### config.mk
export PLATFORM = sky130hd
export DESIGN_NAME = okfl_cell
export DESIGN_NICKNAME = d
export VERILOG_FILES = /design/src/rtl/core/okfl_pkg.sv /design/src/rtl/core/okfl_cell.sv
export SDC_FILE = /design/constraint.sdc
export NUM_CORES = 1
export LEC_CHECK = 0
export BUFFER_PORTS_ARGS = -buffer_cell sky130_fd_sc_hd__buf_2
export CORE_MARGIN = 2
export CORE_UTILIZATION = 39
export DETAILED_ROUTE_END_ITERATION = 8
export GPL_TIMING_DRIVEN = 0
export HOLD_SLACK_MARGIN = 0.15
export PLACE_DENSITY = 0.83
export SLEW_MARGIN = 20
export SYNTH_ARGS = -nofsm -noshare
export SYNTH_HDL_FRONTEND = slang
export SYNTH_SLANG_ARGS = --single-unit
### constraint.sdc
create_clock -name clk -period 2.08 [get_ports clk]
set_clock_uncertainty 0.05 [all_clocks]
set_input_delay 0.208 -clock clk [delete_from_list [all_inputs] [get_ports clk]]
set_output_delay 0.208 -clock clk [all_outputs]
set_load 0.01 [all_outputs]
### src/rtl/core/okfl_pkg.sv
// shared types and codes for the ordered key free list
package okfl_pkg;

  // operation codes of a request word
  typedef enum logic [2:0] {
    OP_ALLOC   = 3'd0,
    OP_RESERVE = 3'd1,
    OP_EXISTS  = 3'd2,
    OP_RESTORE = 3'd3,
    OP_REBUILD = 3'd4
  } op_t;

  // response status codes
  typedef enum logic [1:0] {
    ST_OK        = 2'd0,
    ST_EMPTY     = 2'd1,
    ST_NOT_FOUND = 2'd2,
    ST_FULL      = 2'd3
  } status_t;

  // configuration register indexes
  localparam logic CFG_RANGE_FIRST = 1'b0;
  localparam logic CFG_RANGE_LAST  = 1'b1;

  localparam int FIELD_KEY_W = 16;

  // sequencer states
  typedef enum logic {
    S_IDLE,
    S_EXEC
  } state_t;

  // controls broadcast to every cell of the row
  typedef struct packed {
    logic capture;    // register the compare result against the request key
    logic shift_all;  // every cell takes its right neighbor (pop oldest)
    logic shift_gap;  // cells at or after the first match take their neighbor
    logic restore;    // the cell at the tail position loads the key
    logic rebuild;    // every cell loads first plus its own position
  } cell_ctl_t;

endpackage

### src/rtl/core/okfl_cell.sv
// one list position: holds a key, compares it, and shifts or loads
module okfl_cell #(
  parameter int KEY_WIDTH = 16,
  parameter int CW        = 9,
  parameter int INDEX     = 0
) (
  input  logic                     clk,
  input  logic                     rst,
  input  okfl_pkg::cell_ctl_t      ctl,
  input  logic [CW-1:0]            count,
  input  logic [KEY_WIDTH-1:0]     key,
  input  logic [15:0]              range_first,
  input  logic [KEY_WIDTH-1:0]     next_key,
  input  logic                     gap_before,
  output logic [KEY_WIDTH-1:0]     cell_key,
  output logic                     match
);
  import okfl_pkg::*;

  localparam logic [CW-1:0] IDX = CW'(INDEX);

  logic                 occupied;
  logic [31:0]          range_sum;
  logic [KEY_WIDTH-1:0] range_key;

  assign occupied  = IDX < count;
  assign range_sum = 32'(range_first) + 32'(INDEX);
  assign range_key = range_sum[KEY_WIDTH-1:0];

  // compare result, taken when the request word is accepted
  always_ff @(posedge clk) begin
    if (rst) begin
      match <= 1'b0;
    end else if (ctl.capture) begin
      match <= occupied && (cell_key == key);
    end
  end

  // key storage: shift from the right neighbor or load
  always_ff @(posedge clk) begin
    priority if (ctl.shift_all || (ctl.shift_gap && gap_before)) begin
      cell_key <= next_key;
    end else if (ctl.restore && (IDX == count)) begin
      cell_key <= key;
    end else if (ctl.rebuild) begin
      cell_key <= range_key;
    end
  end
endmodule

==> impl_metrics.yaml, run 1 <==
synth:
  postSynth.asyncResetShare_pct: 0
  synth-main-ff-cell: "edfxtp_1"
  synth_edf_count: 16
  synth-seq-cells: 17
  synth_cell_types: 19
  yosysWarnings: 0
  synth.yosys.seq_area_share_pct: 46.3
  syn_nets: 167
  syn_area_per_cell_um2: 10.6
  synth_cells: 102
  syn_area_um2: 1080
detailed_routing:
  drt-initial-drc-count: 20
  ant_nets: 0
  first_pass_iters: 4
  drc_errors: 0
  vias: 1065
  routed_wl_um: 2820
  vias_per_cell: 4.82
  route.detailed.wl_per_inst_um: 12.8
final_layout:
  fillers: 257
  finalNetCount: 256
  diodes: 0
  fin_area_um2: 1580
  layout-drive-gt1-share_pct: 46.3
  fin_util_pct: 58.7
  final_cells: 221
  syn2layout_area_growth_pct: 46.1
cts:
  cts_made_buffers: 3
  clk_pin_slew_ns: 0.10
  clock-root-buffer: "clkbuf_4"
  cts_buffer_depth: 2
  htree_num_levels: 1
  insertion_delay_ns: 0.28
  clock_sinks: 17
  cts_tree: "built"
  cts_resized: 0
sta:
  slew_headroom_pct: 65.4
  tns_ns: 0
  hold_viol: 0
  hold_ws_ns: 0.167
  grt_setup_unrepaired: "no"
  setup_viol: 0
  slew_violations: 0
  worst_pin_slew_ns: 0.519
  worst_slack_ns: 0.567
  period_share_pct: 72.7
  min_period_ns: 1.51
  fmax_mhz: 661
setup_path:
  r2r_start: "cell_key[12]"
  path_max_fanout: 16
  critical_path.startpoint: "ctl[2]"
  crit_type: "primary input to register"
  critical_path_required_ns: 2.07
  critPathCaptureType: "register"
  reg2reg_slack_ns: 0.71
  critPathLaunchType: "primary input"
  arrival_ns: 1.50
  reg2reg_depth: 4
  r2r_end: "match"
  crit_path_end: "cell_key[11]"
placement:
  pre_cts_ws_ns: -0.267
  post_dp_cell_area_um2: 1520
  place_inst: 214
  portBuffers: 81
  hpwl_um: 2200
  gp_congestion: 0.781
hold_path:
  hold_class: "primary input to register"
floorplan:
  start_util_pct: 40.2
  io_pins: 82
  die_x_um: 56.6
  rows: 19
  dieHeight_um: 56.6
  core_area_um2: 2690
  die_area_um2: 3210
power_and_ir_drop:
  power.density_nw_per_um2: 542
  totalPowerFinal_mw: 0.855
  leakage_nw: 0.832
  ir_drop_uv: 386
grt:
  grt_pass1_vias: 1069
  grt-ovfl-total: 0
  grt_max_degree: 17
  grt_pass1_wl_um: 4500
  grt_use_total_pct: 18.0
  grt_antenna_before_repair: 0
run_status:
  status: "completed"
job:
  max-cap-violations: 0
how the worst min path moves through the flow:
stage	from	endpoint	slack, ns	depth (start not counted)
2_1_floorplan	rst	match	0.33	3
3_3_place_gp	match	match	0.38	2
3_5_place_dp	match	match	0.39	2
4_1_cts	ctl[4]	match	0.16	3
5_1_grt	next_key[1]	cell_key[1]	0.19	3
6_report	ctl[4]	match	0.17	3
worst max-delay path: stages:
cell and delay (ns):
buf_2 0.10, a21oi_1 0.37, clkbuf_1 0.42, nand3b_1 0.16, buf_4 0.24
state kept, by name, summed over array words and instances, names as in the netlist:
name and count:
match 1, cell_key 16
per-layer routing:
| metal | wire (um) | up-vias | global-route usage, % |
|---|---|---|---|
| li1 | - | 551 | - |
| met1 | 1090 | 479 | 20.5 |
| met2 | 1550 | 33 | 33.6 |
| met3 | 148 | 2 | 2.30 |
| met4 | 27 | 0 | 7.14 |
| met5 | 0 | - | 0 |
final cells by class:
type / count / area [um2] / share of cell area, %
multi-input combinational: 80 / 537 / 34.0
tap: 31 / 38.8 / 2.46
buffer: 5 / 42.5 / 2.70
sequential: 17 / 500 / 31.7
timing repair buffer: 84 / 433 / 27.4
clock buffer: 4 / 26.3 / 1.67
repair_timing:
item                                   4_1_cts  5_1_grt
endpoints found under the hold margin        1        0
setup buffers                                0        1
hold buffers                                 2        0
setup endpoints to repair                    0       16
logic make-up after synthesis:
| group | after synthesis | synth area share [%] |
|---|---|---|
| AND/OR/NAND/NOR | 30 | 13.6 |
| AO/OA/AOI/OAI | 18 | 8.34 |
| flip-flops | 17 | 46.3 |
| XOR/XNOR | 16 | 13.0 |
| multiplexers | 16 | 14.8 |
| buffers and inverters | 5 | 3.94 |
synth_stat cells, types with 2 or more instances:
master	instances	area [um2]
a21oi_1	17	85.1
clkbuf_1	3	11.3
edfxtp_1	16	480
mux2i_1	16	160
nand4_1	2	12.5
nor2_1	18	67.6
nor3_1	2	10.0
nor4_1	3	18.8
xor2_1	15	131
layout by cell type (no fill, tap or decap), drive strengths merged:
| cell | netlist | layout |
|---|---|---|
| nand4b | 1 | 1 |
| nand3 | 1 | 1 |
| clkbuf | 3 | 7 |
| nor3 | 2 | 2 |
| a21oi | 17 | 17 |
| xor2 | 15 | 15 |
| nand3b | 1 | 1 |
| nand4 | 2 | 2 |
| mux2i | 16 | 16 |
| nor2 | 18 | 18 |
| buf | 2 | 84 |
| nand2 | 1 | 1 |
| dlygate4sd3 | 0 | 2 |
| edfxtp | 16 | 16 |
| o21ai | 1 | 1 |
| dfxtp | 1 | 1 |
| xnor2 | 1 | 1 |
| nor4 | 4 | 4 |
report_power, final:
| part | total, mW | leakage, nW | internal, mW | switching [mW] |
|---|---|---|---|---|
| Sequential | 0.448 | 0.170 | 0.422 | 0.0255 |
| Clock | 0.176 | 0.0150 | 0.0744 | 0.102 |
| Combinational | 0.231 | 0.647 | 0.117 | 0.114 |
| Total | 0.855 | 0.832 | 0.613 | 0.242 |
Power figures use the tool's default switching activity.
==> run 2: changes to the inputs <==
Clock period 2.08 ns to 1.5 ns, I/O delays scaled along.
==> run 2 against run 1 <==
Effect of this change: flip-flop and latch count did not move; first-iteration DRC count up 55%; count of clock-buffer cells in the layout unchanged; worst hold slack got worse by 0.0073 ns; via count up 6.9%; combinational power rose by 57%; power rose by 44%; final cell count is 5.0% higher; critical endpoint is now cell_key[6].
==> impl_metrics.yaml, run 2 (synthesis results as in run 1) <==
run_status:
  status: "completed"
cts:
  htree_num_levels: 1
  clock-root-buffer: "clkbuf_4"
  cts_made_buffers: 3
  clk_pin_slew_ns: 0.11
  cts_buffer_depth: 2
  clock_sinks: 17
  cts_tree: "built"
  insertion_delay_ns: 0.29
final_layout:
  fin_area_um2: 1720
  diodes: 0
  layout-drive-gt1-share_pct: 45.8
  fin_util_pct: 63.9
  finalNetCount: 267
  largest_register: "cell_key"
  syn2layout_area_growth_pct: 59.0
  largestRegisters: "cell_key: 16 flops, match: 1 flops"
  fillers: 254
  largest_register_ffs: 16
  layout_common_cells: "buf_2, nor2_1, a21oi_1"
  final_common_cell: "buf_2"
detailed_routing:
  drc_errors: 0
  first_pass_iters: 4
  vias_per_cell: 4.91
  vias: 1138
  routed_wl_um: 3200
  route.detailed.wl_per_inst_um: 13.8
  drt-initial-drc-count: 31
  ant_nets: 0
floorplan:
  dieHeight_um: 56.6
  io_pins: 82
  start_util_pct: 40.2
  core_area_um2: 2690
  rows: 19
  die_area_um2: 3210
  die_x_um: 56.6
setup_path:
  critPathLaunchType: "primary input"
  crit_chain: "buf_2 > nor4_4 > nand4_1 > buf_6 > buf_12 > nand3b_1 > buf_4"
  crit_type: "primary input to register"
  critPathSlowestCell: "nor4_4"
  critical_path_required_ns: 1.43
  slowest_delay_ns: 0.28
  path_buf_inv: 4
  critPathTopFamily: "buffers and inverters"
  arrival_ns: 1.36
  path_max_fanout: 16
  critPathCaptureType: "register"
placement:
  post_dp_cell_area_um2: 1530
  portBuffers: 81
  gp_congestion: 0.844
  pre_cts_ws_ns: -0.865
  hpwl_um: 2350
sta:
  worst_slack_ns: 0.0743
  hold_viol: 0
  min_period_ns: 1.43
  slew_headroom_pct: 64.4
  slew_violations: 0
  setup_viol: 0
  worst_pin_slew_ns: 0.533
  fmax_mhz: 701
  period_share_pct: 95.0
  grt_setup_unrepaired: "no"
job:
  max-cap-violations: 0
grt:
  grt_pass1_vias: 1159
  grt_max_degree: 17
  grt-ovfl-total: 0
  grt_antenna_before_repair: 0
  grt_use_total_pct: 20.5
  grt_pass1_wl_um: 5000
power_and_ir_drop:
  leakage_nw: 0.884
  power.density_nw_per_um2: 719
  ir_drop_uv: 658
hold_path:
  hold_class: "primary input to register"
-- run 2: final timing paths --
kind	slack, ns	endpoint	cells after the start	startpoint
hold / removal	0.16	cell_key[14]	3	next_key[14]
setup reg to reg	0.16	match	4	cell_key[12]
hold reg to reg	0.43	match	2	match
setup / recovery	0.07	cell_key[6]	7	count[3]
-- run 2: area by class of cell --
cell class                      instances  area (um2)  area share (%)
Multi-Input combinational cell         80         564            32.9
Buffer                                  5        43.8            2.55
Clock buffer                            4        26.3            1.53
Tap cell                               31        38.8            2.26
Timing Repair Buffer                   95         543            31.6
Sequential cell                        17         500            29.2
-- run 2: per-stage QoR --
stage	power, mW	std cells	setup TNS, ns	hold slack (ns)
after floorplan	0.775	102	-3.22	0.275
after detailed placement	0.954	214	-15.22	0.400
final	1.23	232	0	0.159
after CTS	1.23	232	0	0.155
after global placement	0.943	214	-14.29	0.381
after global routing	1.31	232	0	0.160
-- run 2: worst register-to-register path: cells and delay by family, from the launching register on --
family          cells  cell delay (ns)
xor+xnor            1             0.18
compound gates      1             0.16
simple gates        2             0.47
flops               1             0.42
-- run 2: metal layers --
| layer | vias up | part of all wire [%] | track usage (%) |
|---|---|---|---|
| met1 | 516 | 38 | 22.4 |
| met4 | 0 | 2.3 | 8.50 |
| met3 | 6 | 5.6 | 3.00 |
| met5 | - | 0 | 0 |
| met2 | 46 | 54 | 38.5 |
| li1 | 570 | - | - |
-- run 2: power by group --
group          switching [mW]  internal [mW]
Combinational           0.177          0.185
Sequential             0.0359          0.585
Clock                   0.148          0.103
Total                   0.360          0.873
-- run 2: what timing repair did --
action / in CTS / in global routing
gates cloned: 0 / 0
pin swaps: 1 / 0
hold endpoints to repair: 11 / 0
hold buffers: 13 / 0
setup endpoints to repair: 16 / 17
gates resized for setup: 0 / 5
buffers inserted: 1 / 0
