## config.mk

```make
export PLATFORM = sky130hd
export DESIGN_NAME = okfl_prefix_or
export DESIGN_NICKNAME = d
export VERILOG_FILES = /design/src/rtl/core/okfl_prefix_or.sv
export SDC_FILE = /design/constraint.sdc
export NUM_CORES = 1
export LEC_CHECK = 0
export BUFFER_PORTS_ARGS = -buffer_cell sky130_fd_sc_hd__buf_2
export CAP_MARGIN = 20
export CORE_AREA = 5 5 193 195
export DETAILED_ROUTE_END_ITERATION = 10
export DIE_AREA = 0 0 198 200
export PLACE_DENSITY_LB_ADDON = 0.08
export SLEW_MARGIN = 40
export SYNTH_ARGS = -nofsm -noshare
export SYNTH_HDL_FRONTEND = slang
export SYNTH_SLANG_ARGS = --single-unit
```

## constraint.sdc

```tcl
create_clock -name vclk -period 8.6
set_clock_uncertainty 0.1 [all_clocks]
set_input_delay 1.29 -clock vclk [all_inputs]
set_output_delay 1.29 -clock vclk [all_outputs]
set_load 0.01 [all_outputs]
```

## src/rtl/core/okfl_prefix_or.sv

```systemverilog
// log-depth running or across the match bits of the row
module okfl_prefix_or #(
  parameter int N = 256
) (
  input  logic [N-1:0] a,
  output logic [N-1:0] y
);
  localparam int LEVELS = (N > 1) ? $clog2(N) : 1;

  logic [N-1:0] lvl [LEVELS+1];

  assign lvl[0] = a;

  // each level folds in the partner 2**l places toward the front
  for (genvar l = 0; l < LEVELS; l++) begin : g_lvl
    for (genvar i = 0; i < N; i++) begin : g_bit
      if (i >= (1 << l)) begin : g_fold
        assign lvl[l+1][i] = lvl[l][i] | lvl[l][i-(1 << l)];
      end else begin : g_pass
        assign lvl[l+1][i] = lvl[l][i];
      end
    end
  end

  assign y = lvl[LEVELS];
endmodule

```

==> results of run 1 <==
-- worst max path at each step --
| stage | from | endpoint | cells after the start | slack, ns |
|---|---|---|---|---|
| detailed placement | a[32] | y[147] | 10 | 2.60 |
| global placement | a[32] | y[147] | 10 | 2.41 |
| floorplan | a[12] | y[244] | 8 | 3.56 |
| finish | a[76] | y[147] | 10 | 2.49 |
| global route | a[69] | y[119] | 10 | 2.31 |
| CTS | a[69] | y[147] | 10 | 2.57 |
-- cell families (layout without fill, tap and decap cells) --
kind of cell | count (synthesis) | after routing | share of synthesized area, %
and+or+nand+nor | 830 | 830 | 95.9
buffers and inverters | 50 | 571 | 4.11
other | 0 | 2 | 0
-- synth_stat cells (all sizes together) --
| library cell | instances | share of area [%] |
|---|---|---|
| and2 | 7 | 0.93 |
| and3 | 14 | 1.9 |
| and3b | 1 | 0.19 |
| and4 | 13 | 2.4 |
| and4b | 1 | 0.21 |
| buf | 2 | 0.27 |
| clkbuf | 7 | 0.56 |
| inv | 41 | 3.3 |
| nand2 | 143 | 12 |
| nand2b | 8 | 1.1 |
| nand3 | 98 | 10 |
| nand3b | 8 | 1.3 |
| nand4 | 74 | 10 |
| nand4b | 13 | 2.4 |
| nand4bb | 1 | 0.24 |
| nor2 | 157 | 13 |
| nor2b | 3 | 0.40 |
| nor3 | 96 | 11 |
| nor3b | 3 | 0.48 |
| nor4 | 116 | 18 |
| nor4b | 2 | 0.37 |
| nor4bb | 2 | 0.43 |
| or2 | 19 | 2.5 |
| or3 | 30 | 4.0 |
| or3b | 2 | 0.37 |
| or4 | 19 | 3.1 |
-- layer usage --
layer	up-vias	GRT usage (%)	wire length, µm
met5	-	0	110
met4	18	4.11	1180
met3	72	6.08	4190
met2	458	43.8	25600
met1	4539	26.6	19000
li1	4428	-	-
-- cell type report --
class	instances	area (µm²)
Fill cell	4250	27200
Multi-Input combinational cell	830	4610
Timing Repair Buffer	530	2700
Tap cell	461	577
Inverter	41	154
Antenna cell	2	5.00
-- power breakdown --
group | leakage (nW) | internal (mW) | switching [mW] | total [mW]
clock network | 0.0000127 | 0.0000000311 | 0 | 0.0000000311
logic | 2.39 | 0.0634 | 0.113 | 0.177
registers | 0 | 0 | 0 | 0
-- worst max-delay path, delay by kind of cell --
kind,cells,cell delay (ns)
AND/OR/NAND/NOR,7,3.04
buffers and inverters,3,0.37
-- cell usage in the layout, fill, tap and decap left out, types with 3 or more instances in the layout --
master,count
nor3b_1,3
nor4_1,94
nor2b_1,3
nand2b_1,8
nand3b_1,8
inv_2,4
nor3_2,7
and4_1,13
nor2_1,155
nand3_1,98
and3_1,14
nand2_1,141
inv_1,37
or4_1,18
nor4_2,15
nor4_4,7
buf_2,512
nor3_1,88
nand4_1,72
or3_1,30
or2_2,18
buf_4,18
nand4b_1,13
and2_1,7
-- metrics by stage --
step           std cells  setup slack [ns]  util (%)
2_1_floorplan        880              3.56         -
4_1_cts             1862              2.57      22.7
6_report            1864              2.49      22.8
3_5_place_dp        1862              2.60      22.7
3_3_place_gp        1862              2.41      22.5
5_1_grt             1863              2.31      22.8
==> flow_summary.yaml, run 1 <==
sta:
  fmax_mhz: 164
  setup_viol: 0
  tightest_slew_ns: 0.834
  relSlewSlack_pct: 43.9
  hold_viol_final: 0
  slew_violations: 0
  finalSetupTns_ns: 0
  fin_crit_ns: 6.11
  hold_ws_ns: 2.75
  min_period_over_period_pct: 71.1
  rsz0062_at_grt: "no"
final_layout:
  seq_cell_count: 0
  nets: 1659
  regArea_um2: 0
  area_growth_pct: 71.5
  design_area_um2: 8040
  clkbuf_count: 0
  drive_above_1_share_pct: 42.3
placed_design:
  place_area_um2: 7990
  numPortBuffers: 512
  dpl.hpwl_um: 45800
  globalplace.congestion: 0.929
floorplanning:
  row_count: 69
  ioPinCount: 512
  core_um2: 35200
  initial_core_util_pct: 13.3
  dieArea_um2: 39600
  die_h_um: 200
  die_w_um: 198
critical_path:
  slowest_stage: "nor4_1"
  cp_max_fo: 10
  cp.arrival_ns: 4.72
  cp-end-kind: "primary output"
  crit_path_start_kind: "input port"
  worstPathRequired_ns: 7.21
  worstSetupPathType: "in -> out"
  cpPeakStageDelay_ns: 0.82
  cp_cell_sequence: "buf_2 -> nor4_1 -> nand4_1 -> nor4_1 -> and3_1 -> and2_1 -> inv_2 -> nor2_2 -> nand4_1 -> buf_2"
global_route:
  grt_overflow: 0
  grt_max_degree: 14
  grtUsageTotal_pct: 23.2
  antenna_found_initial: 12
  grt_pass1_wl_um: 68800
  grt_pass1_vias: 9933
routing:
  wl_um: 50100
  drcViolationCount: 0
  drt_iter0_drc: 468
  viasPerCell: 5.10
  firstDrtPassIters: 5
  num_vias: 9515
  wl_per_cell_um: 26.9
  drtAntennaViolNets: 0
min_path:
  holdCritPathClass: "in -> out"
  worstHoldEndpoint: "y[0]"
  min_path_cells: 2
  hp-start: "a[0]"
status:
  status: "complete, no violations"
synthesis:
  synthDistinctLibCells: 37
  netlist_area_um2: 4690
  synth_area_per_cell_um2: 5.33
  ys_seq_area_share_pct: 0
  synth_warnings: 0
  syn_nets: 1136
  synthCells: 880
pwr:
  p_total_mw: 0.177
  p_per_area_nw_per_um2: 22.0
  irDropWorstVdd_v: 0.0000106
  p_leak_nw: 2.39
clock_network:
  postCtsSetupBuffers: 0
  postCtsResizedCells: 0
  cts_hold_buf: 0
run:
  cap_violations: 0
Note: power is estimated with default switching activity, not from simulation.
==> run 2, diff against run 1 <==
--- a/config.mk
+++ b/config.mk
@@ -7,9 +7,9 @@
 export LEC_CHECK = 0
 export BUFFER_PORTS_ARGS = -buffer_cell sky130_fd_sc_hd__buf_2
 export CAP_MARGIN = 20
-export CORE_AREA = 5 5 193 195
+export CORE_AREA = 5 5 198 200
 export DETAILED_ROUTE_END_ITERATION = 10
-export DIE_AREA = 0 0 198 200
+export DIE_AREA = 0 0 203 205
 export PLACE_DENSITY_LB_ADDON = 0.08
 export SLEW_MARGIN = 40
 export SYNTH_ARGS = -nofsm -noshare
==> constraint.sdc (replaced) <==
create_clock -name vclk -period 5.2
set_clock_uncertainty 0.1 [all_clocks]
set_input_delay 0.78 -clock vclk [all_inputs]
set_output_delay 0.78 -clock vclk [all_outputs]
set_load 0.01 [all_outputs]
==> flow_summary.yaml, run 2 (synthesis gave the netlist of run 1 again) <==
sta:
  hold_viol_final: 0
  relSlewSlack_pct: 47.1
  slew_violations: 0
  hold_ws_ns: 1.73
  fin_crit_ns: 4.65
  min_period_over_period_pct: 89.5
  fmax_mhz: 215
  finalSetupTns_ns: 0
  tightest_slew_ns: 0.786
  rsz0062_at_grt: "no"
  setup_viol: 0
clock_network:
  postCtsSetupBuffers: 0
  postCtsResizedCells: 0
  cts_hold_buf: 0
placed_design:
  dpl.hpwl_um: 46400
  numPortBuffers: 512
  place_area_um2: 8300
  globalplace.congestion: 0.919
global_route:
  grtUsageTotal_pct: 22.7
  antenna_found_initial: 14
  grt_overflow: 0
  grt_max_degree: 13
  grt_pass1_vias: 10172
  grt_pass1_wl_um: 71300
critical_path:
  crit_top_cell: "buf_2"
  path_buf_inv: 3
  cp_cell_sequence: "buf_2 -> nor3_1 -> nand4_1 -> nor4_4 -> nand2_2 -> nor3_4 -> inv_2 -> or4_4 -> or3_1 -> buf_2"
  worstSetupPathType: "in -> out"
  cp_top_family: "simple AND/OR/NAND/NOR gates"
  worstPathRequired_ns: 4.32
  cp.arrival_ns: 3.77
  cp-end-kind: "primary output"
  cpPeakStageDelay_ns: 0.57
  slowest_stage: "or4_4"
  crit_path_start_kind: "input port"
  cp_max_fo: 5
floorplanning:
  die_w_um: 203
  ioPinCount: 512
  core_um2: 37200
  row_count: 71
  dieArea_um2: 41600
  die_h_um: 205
  initial_core_util_pct: 12.6
routing:
  viasPerCell: 5.01
  wl_per_cell_um: 26.5
  drt_iter0_drc: 556
  firstDrtPassIters: 5
  wl_um: 51100
  num_vias: 9644
  drtAntennaViolNets: 0
  drcViolationCount: 0
run:
  cap_violations: 0
final_layout:
  mostFrequentLayoutCells: "buf_2, nor2_1, nand2_1"
  seq_cell_count: 0
  final_core_util_pct: 22.3
  nets: 1705
  clkbuf_count: 0
  regArea_um2: 0
  num-fill-cells: 4486
  drive_above_1_share_pct: 43.3
  area_growth_pct: 77.4
  layout_commonest_cell: "buf_2"
  design_area_um2: 8320
pwr:
  p_leak_nw: 2.60
  irDropWorstVdd_v: 0.0000225
  p_per_area_nw_per_um2: 36.0
  p_total_mw: 0.299
status:
  status: "complete, no violations"
min_path:
  holdCritPathClass: "in -> out"
[run 2: cell type report]
class / instances / area (µm²) / share of cell area, %
Antenna cell: 4 / 10.0 / 0.120
Inverter: 41 / 154 / 1.85
Timing Repair Buffer: 576 / 3040 / 36.6
Multi-Input combinational cell: 830 / 4520 / 54.3
Tap cell: 474 / 593 / 7.13
[run 2: metal layers]
| metal | global-route usage, % | vias up | share of wire (%) |
|---|---|---|---|
| li1 | - | 4518 | - |
| met1 | 26.4 | 4592 | 39 |
| met2 | 43.1 | 446 | 51 |
| met3 | 5.81 | 64 | 7.7 |
| met4 | 2.81 | 24 | 1.4 |
| met5 | 0 | - | 0.30 |
[run 2: where the power goes]
part            total (mW)  internal [mW]  switching, mW
logic                0.299          0.110          0.189
registers                0              0              0
clock network  0.000000103    0.000000103              0
[run 2: per-stage QoR]
step | cells | setup slack [ns]
floorplan | 880 | 1.18
global placement | 1921 | 0.376
detailed placement | 1921 | 0.450
CTS | 1921 | 0.441
global route | 1923 | 0.268
finish | 1925 | 0.548
[run 2: path summary, 6_finish.rpt]
| check | from | cells after the start | slack, ns | endpoint |
|---|---|---|---|---|
| min | a[0] | 2 | 1.73 | y[0] |
| max | a[19] | 10 | 0.55 | y[244] |
==> run 3, diff against run 2 <==
--- a/config.mk
+++ b/config.mk
@@ -10,6 +10,7 @@
 export CORE_AREA = 5 5 198 200
 export DETAILED_ROUTE_END_ITERATION = 10
 export DIE_AREA = 0 0 203 205
+export GPL_TIMING_DRIVEN = 0
 export PLACE_DENSITY_LB_ADDON = 0.08
 export SLEW_MARGIN = 40
 export SYNTH_ARGS = -nofsm -noshare
==> flow_summary.yaml, run 3 (synthesis gave the netlist of run 1 again) <==
floorplanning:
  core_um2: 37200
  die_h_um: 205
  initial_core_util_pct: 12.6
  ioPinCount: 512
  dieArea_um2: 41600
  row_count: 71
  die_w_um: 203
critical_path:
  cp-end-kind: "primary output"
  cp.arrival_ns: 4.16
  worstPathRequired_ns: 4.32
  worstSetupPathType: "in -> out"
  crit_path_start_kind: "input port"
  critPathLaunch: "a[36]"
  cp_max_fo: 10
  timing.critical_path.to: "y[188]"
placed_design:
  dp_slack_ns: -0.539
  place_area_um2: 8010
  numPortBuffers: 511
  dpl.hpwl_um: 46000
  globalplace.congestion: 0.916
sta:
  setup_viol: 0
  slew_violations: 0
  fin_crit_ns: 5.04
  rsz0062_at_grt: "yes"
  min_period_over_period_pct: 96.9
  hold_viol_final: 0
  fmax_mhz: 199
  setup_slack_ns: 0.164
  hold_ws_ns: 1.75
  relSlewSlack_pct: 41.8
  tightest_slew_ns: 0.861
final_layout:
  layout_commonest_cell: "buf_2"
  nets: 1652
  mostFrequentLayoutCells: "buf_2, nor2_1, nand2_1"
  area_growth_pct: 73.7
  seq_cell_count: 0
  num-fill-cells: 4513
  design_area_um2: 8150
  drive_above_1_share_pct: 42.8
  final_core_util_pct: 21.9
  regArea_um2: 0
  clkbuf_count: 0
global_route:
  grt_max_degree: 11
  grt_pass1_wl_um: 70400
  grt_pass1_vias: 10025
  grt_overflow: 0
  antenna_found_initial: 14
  grtUsageTotal_pct: 22.6
routing:
  drtAntennaViolNets: 0
  num_vias: 9414
  wl_um: 50400
  wl_per_cell_um: 27.0
  firstDrtPassIters: 5
  viasPerCell: 5.03
  drcViolationCount: 0
  drt_iter0_drc: 547
pwr:
  p_per_area_nw_per_um2: 36.1
  p_leak_nw: 2.44
  irDropWorstVdd_v: 0.0000179
  p_total_mw: 0.294
status:
  status: "complete, no violations"
min_path:
  holdCritPathClass: "in -> out"
clock_network:
  cts_hold_buf: 0
run:
  cap_violations: 0
==> run 3: cell count changes in the layout (fill, tap and decap cells not counted), sizes merged <==
cell,delta
buf,-60
clkbuf,+7
diode,-1
==> run 3: how the worst min path moves through the flow <==
stage | start | endpoint | slack [ns] | cells after the start
6_report | a[5] | y[5] | 1.75 | 3
5_1_grt | a[5] | y[5] | 1.76 | 3
3_5_place_dp | a[5] | y[5] | 1.75 | 3
2_1_floorplan | a[0] | y[0] | 1.55 | 1
3_3_place_gp | a[5] | y[5] | 1.75 | 3
4_1_cts | a[20] | y[20] | 1.75 | 3
==> run 3: repair_timing <==
| item | 4_1_cts | 5_1_grt |
|---|---|---|
| gates cloned | 0 | 0 |
| pin swaps | 0 | 3 |
| gates resized for setup | 11 | 6 |
| buffers inserted | 0 | 2 |
| setup endpoints to repair | 58 | 44 |
==> run 3: final cells by class <==
type	count	area [µm²]	share of cell area, %
tap	474	593	7.28
antenna	3	7.51	0.0922
timing repair buffer	514	2580	31.6
multi-input combinational	830	4770	58.6
inverter	41	154	1.89
buffer	9	40.0	0.492
==> run 3: where the power goes <==
group          leakage, nW  internal (mW)  switching, mW
Clock            0.0000190   0.0000000772              0
Combinational         2.44          0.103          0.190
Sequential               0              0              0
Total                 2.44          0.103          0.190
==> run 3: worst max-delay path, stage by stage <==
cell and delay, ns:
buf_2 0.12, nor3_2 0.44, nand4_1 0.45, nor4_1 0.75, nand4_1 0.46, nor2_2 0.43, buf_2 0.36, nand4_1 0.15
buf_2 0.20
==> run 3: per-layer routing <==
metal  GRT usage [%]  share of wire (%)  vias up
met1            26.3                 40     4493
met4            4.51                2.3       22
met5               0               0.27        -
met3            5.76                7.4       72
li1                -                  -     4412
met2            41.9                 51      415
==> run 3: per-stage QoR <==
| step | std cells | setup TNS (ns) |
|---|---|---|
| final | 1871 | 0 |
| after CTS | 1866 | 0 |
| after global placement | 1865 | -33.28 |
| after floorplan | 880 | 0 |
| after detailed placement | 1866 | -12.83 |
| after global routing | 1869 | -0.00958 |
